==> src/hdl/mhp_pkg.sv <==
`timescale 1ns / 1ps

package mhp_pkg;

	localparam int BYTE_W     = 8;
	localparam int LEN_W      = 5;
	localparam int CFG_IDX_W  = 3;
	localparam int BODY_DEPTH = 20;

	localparam logic [LEN_W-1:0] BODY_GLOBAL   = 5'd20;
	localparam logic [LEN_W-1:0] BODY_FULL     = 5'd12;
	localparam logic [LEN_W-1:0] BODY_SHORT    = 5'd8;
	localparam logic [LEN_W-1:0] BODY_DST_ONLY = 5'd2;
	localparam logic [LEN_W-1:0] MAX_COUNT     = BODY_GLOBAL + 5'd1;

	localparam logic [CFG_IDX_W-1:0] CFG_DST_ONLY   = 3'd0;
	localparam logic [CFG_IDX_W-1:0] CFG_GLOBAL     = 3'd1;
	localparam logic [CFG_IDX_W-1:0] CFG_INTRA_ZONE = 3'd2;
	localparam logic [CFG_IDX_W-1:0] CFG_SHORT_ID   = 3'd3;

	typedef enum logic [2:0] {
		LAY_DST_ONLY,
		LAY_GLOBAL,
		LAY_SHORT,
		LAY_FULL,
		LAY_LOCAL
	} lay_t;

	typedef logic [BODY_DEPTH-1:0][BYTE_W-1:0] body_t;

	typedef struct packed {
		logic [BYTE_W-1:0] dst_only;
		logic [BYTE_W-1:0] global_m;
		logic [BYTE_W-1:0] intra_zone;
		logic [BYTE_W-1:0] short_id;
	} mask_cfg_t;

	typedef struct packed {
		logic emit;
		logic complete;
		lay_t lay;
	} coll_stat_t;

	typedef struct packed {
		logic [LEN_W-1:0]  header_len;
		logic [BYTE_W-1:0] control_byte;
		logic [15:0]       src_asn;
		logic [15:0]       src_region;
		logic [15:0]       src_station;
		logic [31:0]       src_id;
		logic [15:0]       dst_asn;
		logic [15:0]       dst_region;
		logic [15:0]       dst_station;
		logic [31:0]       dst_id;
		logic              short_id_flag;
		logic              dst_only_flag;
	} hdr_res_t;

	// Masks are tested in priority order; no match falls back to local layout
	function automatic lay_t pick_layout(logic [BYTE_W-1:0] c, mask_cfg_t m);
		lay_t l;
		if ((c & m.dst_only) != '0) begin
			l = LAY_DST_ONLY;
		end else if ((c & m.global_m) != '0) begin
			l = LAY_GLOBAL;
		end else if ((c & m.intra_zone) != '0) begin
			l = ((c & m.short_id) != '0) ? LAY_SHORT : LAY_FULL;
		end else begin
			l = LAY_LOCAL;
		end
		return l;
	endfunction

	function automatic logic [LEN_W-1:0] body_len(lay_t l);
		logic [LEN_W-1:0] n;
		case (l)
			LAY_DST_ONLY: n = BODY_DST_ONLY;
			LAY_GLOBAL:   n = BODY_GLOBAL;
			LAY_FULL:     n = BODY_FULL;
			default:      n = BODY_SHORT;
		endcase
		return n;
	endfunction

endpackage

==> src/hdl/mhp_collect.sv <==
`timescale 1ns / 1ps

module mhp_collect (
	input  logic                  clk,
	input  logic                  arst_n,
	input  logic                  proc,
	input  logic [7:0]            data_s1,
	input  logic                  last_s1,
	input  mhp_pkg::mask_cfg_t    masks,
	output mhp_pkg::coll_stat_t   stat,
	output logic [7:0]            ctrl,
	output mhp_pkg::body_t        body_view
);
	import mhp_pkg::*;

	logic [LEN_W-1:0]  cnt_q;
	logic [LEN_W-1:0]  cnt_next;
	logic [LEN_W-1:0]  widx;
	logic [LEN_W-1:0]  need;
	logic [BYTE_W-1:0] ctrl_q;
	logic              done_q;
	logic              active;
	body_t             body_q;
	lay_t              lay;

	assign active = !done_q;
	assign widx   = cnt_q - 5'd1;
	assign ctrl   = (cnt_q == '0) ? data_s1 : ctrl_q;

	always_comb begin
		if (cnt_q == '0) begin
			cnt_next = 5'd1;
		end else if (cnt_q < MAX_COUNT) begin
			cnt_next = cnt_q + 5'd1;
		end else begin
			cnt_next = cnt_q;
		end
	end

	// stored body with the current byte merged in at its write slot
	always_comb begin
		body_view = body_q;
		for (int i = 0; i < BODY_DEPTH; i++) begin
			if (cnt_q != '0 && widx == LEN_W'(i)) begin
				body_view[i] = data_s1;
			end
		end
	end

	// layout is re-evaluated every byte from the live mask registers
	assign lay           = pick_layout(ctrl, masks);
	assign need          = body_len(lay) + 5'd1;
	assign stat.lay      = lay;
	assign stat.complete = active && (cnt_next >= need);
	assign stat.emit     = active && ((cnt_next >= need) || last_s1);

	always_ff @(posedge clk or negedge arst_n) begin
		if (!arst_n) begin
			cnt_q  <= '0;
			ctrl_q <= '0;
			done_q <= 1'b0;
		end else if (proc) begin
			if (active) begin
				ctrl_q <= ctrl;
			end
			if (last_s1) begin
				cnt_q  <= '0;
				done_q <= 1'b0;
			end else if (active) begin
				cnt_q  <= cnt_next;
				done_q <= stat.complete;
			end
		end
	end

	always_ff @(posedge clk) begin
		if (proc && active && cnt_q != '0) begin
			body_q <= body_view;
		end
	end

endmodule

==> src/hdl/mhp_decode.sv <==
`timescale 1ns / 1ps

module mhp_decode (
	input  mhp_pkg::lay_t     lay,
	input  logic              complete,
	input  logic [7:0]        ctrl,
	input  mhp_pkg::body_t    body,
	output mhp_pkg::hdr_res_t res
);
	import mhp_pkg::*;

	function automatic logic [15:0] g16(body_t b, int i);
		logic [4:0] k;
		k = 5'(i);
		return {b[k], b[k+5'd1]};
	endfunction

	function automatic logic [31:0] g32(body_t b, int i);
		return {g16(b, i), g16(b, i + 2)};
	endfunction

	always_comb begin
		res              = '0;
		res.control_byte = ctrl;
		// short packet: everything but the control byte stays zero
		if (complete) begin
			res.header_len = body_len(lay) + 5'd1;
			case (lay)
				LAY_DST_ONLY: begin
					res.dst_id        = {16'd0, g16(body, 0)};
					res.short_id_flag = 1'b1;
					res.dst_only_flag = 1'b1;
				end
				LAY_GLOBAL: begin
					res.src_asn     = g16(body, 0);
					res.src_region  = g16(body, 2);
					res.src_station = g16(body, 4);
					res.src_id      = g32(body, 6);
					res.dst_asn     = g16(body, 10);
					res.dst_region  = g16(body, 12);
					res.dst_station = g16(body, 14);
					res.dst_id      = g32(body, 16);
				end
				LAY_SHORT: begin
					res.src_station   = g16(body, 0);
					res.dst_station   = g16(body, 2);
					res.src_id        = {16'd0, g16(body, 4)};
					res.dst_id        = {16'd0, g16(body, 6)};
					res.short_id_flag = 1'b1;
				end
				LAY_FULL: begin
					res.src_station = g16(body, 0);
					res.dst_station = g16(body, 2);
					res.src_id      = g32(body, 4);
					res.dst_id      = g32(body, 8);
				end
				default: begin
					// local layout: destination id first
					res.dst_id = g32(body, 0);
					res.src_id = g32(body, 4);
				end
			endcase
		end
	end

endmodule

==> src/hdl/mesh_header_parser_unit.sv <==
`timescale 1ns / 1ps
// Mesh packet header parser.
// Input channel (in_valid / in_stall): one packet byte per request, with
// last_byte marking the final byte of the packet. The first byte of a packet
// is the control byte; its bits against the four mask registers pick the
// header layout (3, 9, 13 or 21 bytes).
// Output channel (out_valid / out_stall): one request per packet, carrying all
// decoded header fields, or header_len 0 if the packet ended early. Bytes after
// a complete header produce nothing.
// A byte is first captured in the input register, then processed into the
// output register. Throughput is one byte per cycle while in_stall is low,
// set by the input register and the byte counter update.
// The output register lets the next byte be processed while a result waits;
// a stalled receiver only backs up the input when a new result is due.
// Config: cfg_we writes cfg_data into mask register cfg_index (0..3); other
// indexes are ignored. Write only while the block is idle.
// Reset: masks return to 1, 2, 4, 8; counters clear, no request pending.
module mesh_header_parser_unit (
	input  logic        clk,
	input  logic        arst_n,
	input  logic        cfg_we,
	input  logic [2:0]  cfg_index,
	input  logic [7:0]  cfg_data,
	input  logic        in_valid,
	output logic        in_stall,
	input  logic [7:0]  data_byte,
	input  logic        last_byte,
	output logic        out_valid,
	input  logic        out_stall,
	output logic [4:0]  header_len,
	output logic [7:0]  control_byte,
	output logic [15:0] src_asn,
	output logic [15:0] src_region,
	output logic [15:0] src_station,
	output logic [31:0] src_id,
	output logic [15:0] dst_asn,
	output logic [15:0] dst_region,
	output logic [15:0] dst_station,
	output logic [31:0] dst_id,
	output logic        short_id_flag,
	output logic        dst_only_flag
);
	import mhp_pkg::*;

	mask_cfg_t   masks_q;
	logic        valid_s1;
	logic [7:0]  data_s1;
	logic        last_s1;
	logic        out_free;
	logic        go;
	logic        proc;
	coll_stat_t  stat;
	logic [7:0]  ctrl;
	body_t       body_view;
	hdr_res_t    res;
	hdr_res_t    res_q;
	logic        out_valid_q;

	always_ff @(posedge clk or negedge arst_n) begin
		if (!arst_n) begin
			masks_q.dst_only   <= 8'd1;
			masks_q.global_m   <= 8'd2;
			masks_q.intra_zone <= 8'd4;
			masks_q.short_id   <= 8'd8;
		end else if (cfg_we) begin
			case (cfg_index)
				CFG_DST_ONLY:   masks_q.dst_only   <= cfg_data;
				CFG_GLOBAL:     masks_q.global_m   <= cfg_data;
				CFG_INTRA_ZONE: masks_q.intra_zone <= cfg_data;
				CFG_SHORT_ID:   masks_q.short_id   <= cfg_data;
				default: ;
			endcase
		end
	end

	assign out_free = !out_valid_q || !out_stall;
	assign go       = !stat.emit || out_free;
	assign proc     = valid_s1 && go;
	assign in_stall = valid_s1 && !go;

	always_ff @(posedge clk or negedge arst_n) begin
		if (!arst_n) begin
			valid_s1 <= 1'b0;
		end else if (!in_stall) begin
			valid_s1 <= in_valid;
		end
	end

	always_ff @(posedge clk) begin
		if (in_valid && !in_stall) begin
			data_s1 <= data_byte;
			last_s1 <= last_byte;
		end
	end

	mhp_collect u_collect (
		.clk       (clk),
		.arst_n    (arst_n),
		.proc      (proc),
		.data_s1   (data_s1),
		.last_s1   (last_s1),
		.masks     (masks_q),
		.stat      (stat),
		.ctrl      (ctrl),
		.body_view (body_view)
	);

	mhp_decode u_decode (
		.lay      (stat.lay),
		.complete (stat.complete),
		.ctrl     (ctrl),
		.body     (body_view),
		.res      (res)
	);

	always_ff @(posedge clk or negedge arst_n) begin
		if (!arst_n) begin
			out_valid_q <= 1'b0;
		end else if (proc && stat.emit) begin
			out_valid_q <= 1'b1;
		end else if (!out_stall) begin
			out_valid_q <= 1'b0;
		end
	end

	always_ff @(posedge clk) begin
		if (proc && stat.emit) begin
			res_q <= res;
		end
	end

	assign out_valid     = out_valid_q;
	assign header_len    = res_q.header_len;
	assign control_byte  = res_q.control_byte;
	assign src_asn       = res_q.src_asn;
	assign src_region    = res_q.src_region;
	assign src_station   = res_q.src_station;
	assign src_id        = res_q.src_id;
	assign dst_asn       = res_q.dst_asn;
	assign dst_region    = res_q.dst_region;
	assign dst_station   = res_q.dst_station;
	assign dst_id        = res_q.dst_id;
	assign short_id_flag = res_q.short_id_flag;
	assign dst_only_flag = res_q.dst_only_flag;

	a_len_legal: assert property (@(posedge clk) disable iff (!arst_n)
		out_valid |-> (header_len == 5'd0 || header_len == 5'd3 || header_len == 5'd9 ||
			header_len == 5'd13 || header_len == 5'd21))
		else $error("illegal header length");

	a_fail_zero: assert property (@(posedge clk) disable iff (!arst_n)
		out_valid && header_len == 5'd0 |-> !short_id_flag && !dst_only_flag &&
			src_id == 32'd0 && dst_id == 32'd0 && src_station == 16'd0)
		else $error("short packet result carries decoded fields");

	a_dst_only: assert property (@(posedge clk) disable iff (!arst_n)
		out_valid && dst_only_flag |-> short_id_flag && header_len == 5'd3)
		else $error("destination-only result inconsistent");

	a_stall_src: assert property (@(posedge clk) disable iff (!arst_n)
		in_stall |-> valid_s1 && stat.emit && out_valid_q)
		else $error("input stalled without a pending result");

endmodule
==> config.mk <==
export PLATFORM = sky130hd
export DESIGN_NAME = mesh_header_parser_unit
export DESIGN_NICKNAME = d
export VERILOG_FILES = /design/src/hdl/mhp_pkg.sv /design/src/hdl/mhp_collect.sv /design/src/hdl/mhp_decode.sv /design/src/hdl/mesh_header_parser_unit.sv
export SDC_FILE = /design/constraint.sdc
export NUM_CORES = 1
export LEC_CHECK = 0
export BUFFER_PORTS_ARGS = -buffer_cell sky130_fd_sc_hd__buf_4
export CAP_MARGIN = 20
export CORE_AREA = 2 2 168 170
export CTS_BUF_LIST = sky130_fd_sc_hd__clkbuf_8
export CTS_CLUSTER_DIAMETER = 120
export DETAILED_ROUTE_END_ITERATION = 7
export DIE_AREA = 0 0 170 172
export GPL_ROUTABILITY_DRIVEN = 0
export PLACE_DENSITY = 0.88
export SKIP_LAST_GASP = 1
export SYNTH_ARGS = -nofsm -noshare
export SYNTH_HDL_FRONTEND = slang
export SYNTH_SLANG_ARGS = --single-unit
==> constraint.sdc <==
create_clock -name clk -period 18.35 [get_ports clk]
set_input_delay 3.67 -clock clk [delete_from_list [all_inputs] [get_ports clk]]
set_output_delay 3.67 -clock clk [all_outputs]
set_load 0.05 [all_outputs]
* Word level (Yosys, flattened, before mapping)
Cells that the tools add are included.
** Word-level totals
- Flip-flop bits (word level) :: 392
- Output and inout port bits :: 177
** Operators by class
- $add $sub $neg :: 4
- $lt $le $gt $ge :: 2
- Eq/ne operators :: 27
- Multiplexer cells :: 41
- Bitwise logic cells :: 5
- Reduce and logical (&&, ||, !) cells :: 55
** Operators by type and width (number)
- $mux W8 :: 21
- $pmux W32 S4 :: 1
- $pmux W32 S3 :: 1
- $pmux W16 S2 :: 2
- $eq A5 B4 Y1 const B :: 8
- $and A8 B8 Y8 :: 4
- $reduce_bool A8 Y1 :: 4
- $logic_and A1 B1 Y1 :: 28
- $mux W5 :: 5
- $eq A5 B3 Y1 const B :: 4
- $eq A5 B5 Y1 const B :: 4
- $add A5 B1 Y5 const B :: 3
- $pmux W5 S3 :: 1
- $reduce_and A2 Y1 :: 7
- $eq A3 B2 Y1 const B :: 4
- $eq A5 B2 Y1 const B :: 2
- $logic_not A5 Y1 :: 2
- $mux W3 :: 3
- $mux W1 :: 7
- $eq A3 B1 Y1 const B :: 2
- $logic_not A1 Y1 :: 6
- $logic_not A3 Y1 :: 2
- $eq A5 B1 Y1 const B :: 1
- $ge A5 B5 Y1 :: 1
- other kinds (8) :: 11

* Longest topological paths before layout
- Depth after elaboration :: 20
- Mapped depth :: 22
- Depth with buffers taken out :: 17

* Hierarchy
Synthesis repeated with hierarchy kept, for this count alone.
** Unflattened totals
- Cells, all modules :: 1213
- Area, all modules :: 17963.5 µm²
** Modules (own cells, without submodules)
- mhp_collect :: instances 1, cells each 521, area an instance 8210.4 µm²
- mesh_header_parser_unit :: instances 1, cells each 266, area an instance 6852.8 µm²
- mhp_decode :: instances 1, cells each 426, area an instance 2900.3 µm²

* Worst setup path before layout
No wires, ideal clock.
- Path type :: in2reg
- Start :: input out_stall
- End :: register res_q (netlist bit control_byte[0]), enable pin
- Setup time :: 0.711 ns
- Data arrival time :: 11.567 ns
- Required time :: 17.639 ns
- Setup slack :: 6.072 ns
- Cell stages on the path :: 6
- Buffers on the path :: 1
- Path through :: nand2_1 nor2_1 o21ai_0 nand3_1 clkbuf_1 nor2_1
** Between the ends
- Word-level cells in the longest chain between the ends :: 5
** Ends and longest elaborated chain
- start: declaration :: line mesh_header_parser_unit.sv:29 : input logic out_stall,
- $logic_not A1 Y1
- $logic_or A1 B1 Y1 :: line mesh_header_parser_unit.sv:76 : assign out_free = !out_valid_q || !out_stall;
- $logic_or A1 B1 Y1 :: line mesh_header_parser_unit.sv:77 : assign go = !stat.emit || out_free;
- $logic_and A1 B1 Y1 :: line mesh_header_parser_unit.sv:78 : assign proc = valid_s1 && go;
- $logic_and A1 B1 Y1 :: line mesh_header_parser_unit.sv:127 : if (proc && stat.emit) begin
- end signal: assignment :: line mesh_header_parser_unit.sv:128 : res_q <= res;
- end: declaration :: line mesh_header_parser_unit.sv:56 : hdr_res_t res_q;
Every way passes these cells.
A chain may end at the register's enable or synchronous reset.

* Final worst setup path
- Start :: register u_collect.cnt_q[0]
- End :: output in_stall
** Between the ends
- Word-level cells in the longest chain between the ends :: 18
** Ends and longest elaborated chain
- start: declaration :: line mhp_collect.sv:16 : logic [LEN_W-1:0] cnt_q;
- start signal: assignment :: line mhp_collect.sv:70 : cnt_q <= cnt_next;
- $logic_not A5 Y1 (*) :: line mhp_collect.sv:28 : assign ctrl = (cnt_q == '0) ? data_s1 : ctrl_q;
- $mux W8 (*) :: line mhp_collect.sv:28
- net ctrl[5] :: line mesh_header_parser_unit.sv:53 : logic [7:0] ctrl;
- $and A8 B8 Y8 :: line mhp_pkg.sv:67 : l = ((c & m.short_id) != '0) ? LAY_SHORT : LAY_FULL;
- $reduce_bool A8 Y1 :: line mhp_pkg.sv:67
- $mux W1 :: line mhp_pkg.sv:67
- $mux W3 :: line mhp_pkg.sv:66 : end else if ((c & m.intra_zone) != '0) begin
- $mux W3 :: line mhp_pkg.sv:64 : end else if ((c & m.global_m) != '0) begin
- (+3 left out)
- $add A5 B1 Y5 (*) :: line mhp_collect.sv:52 : assign need = body_len(lay) + 5'd1;
- $ge A5 B5 Y1 (*) :: line mhp_collect.sv:55 : assign stat.emit = active && ((cnt_next >= need) || last_s1);
- $logic_or A1 B1 Y1 (*) :: line mhp_collect.sv:55
- $logic_and A1 B1 Y1 (*) :: line mhp_collect.sv:55
- $logic_not A1 Y1 (*) :: line mesh_header_parser_unit.sv:77
- $logic_or A1 B1 Y1 (*) :: line mesh_header_parser_unit.sv:77
- $logic_not A1 Y1 (*) :: line mesh_header_parser_unit.sv:79 : assign in_stall = valid_s1 && !go;
- $logic_and A1 B1 Y1 (*) :: line mesh_header_parser_unit.sv:79
- end: declaration :: line mesh_header_parser_unit.sv:25 : output logic in_stall,
Mark *: on every way through the listed nets, which the timed path passes. The rest lies on a longest branch.

==> out/results.ini <==
[min_path]
hold_path_class=flop to flop
min_from=masks_q[27]$_DFFE_PN0P_

[layout]
diodes=0
finalNetCount=1473
multi_input_area_um2=5439
final_util_pct=74.49
num-fill-cells=1660
final_layout_size_suffix_gt1_share_pct=31.27
seqCellArea_um2=11510
areaGrowthSynthToFinish_pct=16.77
stdcell_count=1833

[synth]
synthCells=1236
yosysUniqueCellTypes=62
synthTopCellsByArea=edfxtp_1 (59%), mux2_2 (9.1%), dfrtp_1 (6.3%)
ys.flop_type=edfxtp_1
synth_top_area_share_pct=58.76
seq_area_frac_synth_pct=65.64
synth-seq-cells=391
synth_area_per_cell_um2=14.18
synthArstFlopShare_pct=12.28
yosysTopAreaCell=edfxtp_1
syn_area_um2=17530
yosysWarnings=0
synth_enable_flop_cells=343
synth_fp_nets=1271

[detailed_routing]
drt_iter0_drc=1958
wl_per_cell_um=24.89
drc_errors=0
post_drt_via_cell_ratio=6.559
drt-total-wl_um=45620
drt_first_pass_iters=7
num_vias=12020
ant_nets=0

[die]
die_area_um2=29240
rows=61
design.core.area_um2=27480
io_pins=202
initial_core_util_pct=63.79
die_w_um=170
fp.dieH_um=172

[timing]
layout_min_cycle_time_ps=9950
slew_viol_final=0
clock_skew_ps=23.47
max_slew_margin_pct=26.47
hold_viol=0
worstMarginPinSlew_ps=1103
setup_violations=0
finalCritPeriodShare_pct=54.22
clock.fmax_mhz=100.5
fin_setup_tns_ps=0
rsz0062_at_grt=no

[critical_path]
critPathRequiredTime_ps=14680
crit_chain=inv_1 > ha_1 > nor4b_4 > buf_4 > mux2_2 > a222oi_1 > nand2_2 > a21oi_4 > buf_4 > inv_2 > ha_1 > nor3_1 > nor2_1 > o21ai_0 > nand3b_1 > inv_1 > buf_4
cp_common_cell=buf_4
r2r-start=u_collect.cnt_q[0]$_DFFE_PN0P_
worst-path-buf-inv=6
r2r_slack_ps=9820
slowest_stage=buf_4
start_kind=flop
critical_path.top_delay_family=buffers and inverters
crit_path_end_kind=primary output
crit_type=flop to primary output
critPathArrivalTime_ps=6280
cp_max_fo=83
crit_start=u_collect.cnt_q[0]$_DFFE_PN0P_
cpPeakStageDelay_ps=740

[power]
power.leakage_nw=8.045
vdd_drop_max_uv=110.7
power_density_nw_per_um2=166.6

[outcome]
status=complete, no violations

[grt]
grt_pass1_vias=11850
grt_max_degree=85
grt.total_usage_pct=30.91
overflow=0
antenna_found_initial=0
grt_pass1_wl_um=68130

[place]
io_buffer_count=201
place_hpwl_um=29480
dp_cells=1720

[cts]
clockBufferDepth=3
clk_latency_ps=620
ctsHoldBuffers=0
cts-resized-gates=0
post-cts-setup-buffers=0
numCtsBuffers=60
cts.sinks=391
tritoncts=built
clk_pin_slew_ps=60
root_buffer=clkbuf_8
htreeDepth=2

[job]
cap_violations=0

-- power by group --
group / internal [mW] / leakage, nW / switching (mW)
registers: 1.28 / 3.72 / 0.0995
clock network: 0.348 / 0.660 / 0.333
logic: 0.372 / 3.67 / 0.981
total: 2.00 / 8.04 / 1.41
-- cell usage in the layout, fill, tap and decap left out, types with 4 or more instances in the layout --
master / Yosys / final
edfxtp_1: 343 / 343
buf_4: 3 / 219
mux2_2: 141 / 141
inv_1: 72 / 96
nor2_1: 85 / 83
mux2i_1: 67 / 67
nand2_1: 61 / 61
clkbuf_8: 0 / 60
and3_1: 55 / 55
dfrtp_1: 44 / 44
a22oi_1: 41 / 41
a221oi_1: 34 / 34
a2bb2oi_1: 32 / 32
a21oi_1: 27 / 26
o211ai_1: 18 / 18
nand2b_1: 17 / 17
o2bb2ai_1: 16 / 16
clkinv_1: 0 / 13
nand3_1: 10 / 10
ha_1: 10 / 10
clkinv_2: 0 / 7
a222oi_1: 6 / 6
o21ai_0: 6 / 6
o21a_1: 5 / 5
a22o_1: 5 / 5
dfstp_2: 4 / 4
-- synth_stat cells (all sizes together), types with 6 or more instances --
cell type	n
edfxtp	343
mux2	144
nor2	85
inv	75
mux2i	67
nand2	63
clkbuf	59
and3	55
dfrtp	44
a22oi	41
a221oi	35
a2bb2oi	32
a21oi	27
buf	22
o211ai	18
nand2b	17
o2bb2ai	16
nand3	11
ha	10
o21ai	8
a222oi	6
-- cells by family after synthesis --
family / Yosys count / share of synthesized area [%]
xor+xnor: 1 / 0.04998
simple gates: 253 / 7.231
compound gates: 214 / 9.572
flops: 391 / 65.64
fa+ha+maj: 10 / 0.7138
buf+inv: 156 / 3.648
mux: 211 / 13.14
-- state kept, by name, summed over array words and instances (netlist names) --
signal	count
short_id_flag	1
u_collect.body_q	160
header_len	5
out_valid	1
dst_station	16
u_collect.ctrl_q	8
src_asn	16
data_s1	8
last_s1	1
dst_id	32
u_collect.done_q	1
valid_s1	1
masks_q	32
src_region	16
dst_region	16
dst_asn	16
control_byte	8
src_station	16
u_collect.cnt_q	5
src_id	32
-- routing by layer --
layer	global-route usage [%]	wire [um]
met4	12.00	1603
met2	49.87	21400
met1	42.05	17220
met5	0	0
met3	6.203	5395
-- path summary, 6_finish.rpt --
check | end | cells after the start
worst max register to register | src_asn[1]$_SDFFCE_PN0P_ | 19
worst min register to register | masks_q[27]$_DFFE_PN0P_ | 1
worst max-delay path | in_stall | 17
max in group asynchronous | masks_q[6]$_DFFE_PN0P_ | 1
worst min-delay path | masks_q[27]$_DFFE_PN0P_ | 1
min in group asynchronous | masks_q[12]$_DFFE_PN0P_ | 1
-- per-stage QoR --
stage	instance area [um^2]	setup slack (ps)	hold slack [ps]	total power, mW
2_1_floorplan	17530	6072	479.6	2.350
3_3_place_gp	19300	9385	508.3	2.668
3_5_place_dp	19300	9260	529.8	2.709
4_1_cts	20430	8613	541.4	3.386
5_1_grt	20470	8162	544.7	3.526
6_report	20470	8400	542.7	3.410
-- cell type report --
cell class                      instances  share of cell area (%)
Clock buffer                           60                   4.035
Clock inverter                         51                   1.461
Sequential cell                       391                   56.22
Multi-Input combinational cell        689                   26.57
Tap cell                              346                   2.115
Inverter                               75                   1.375
Timing Repair Buffer                  221                   8.222
Power figures use the tool's default switching activity.
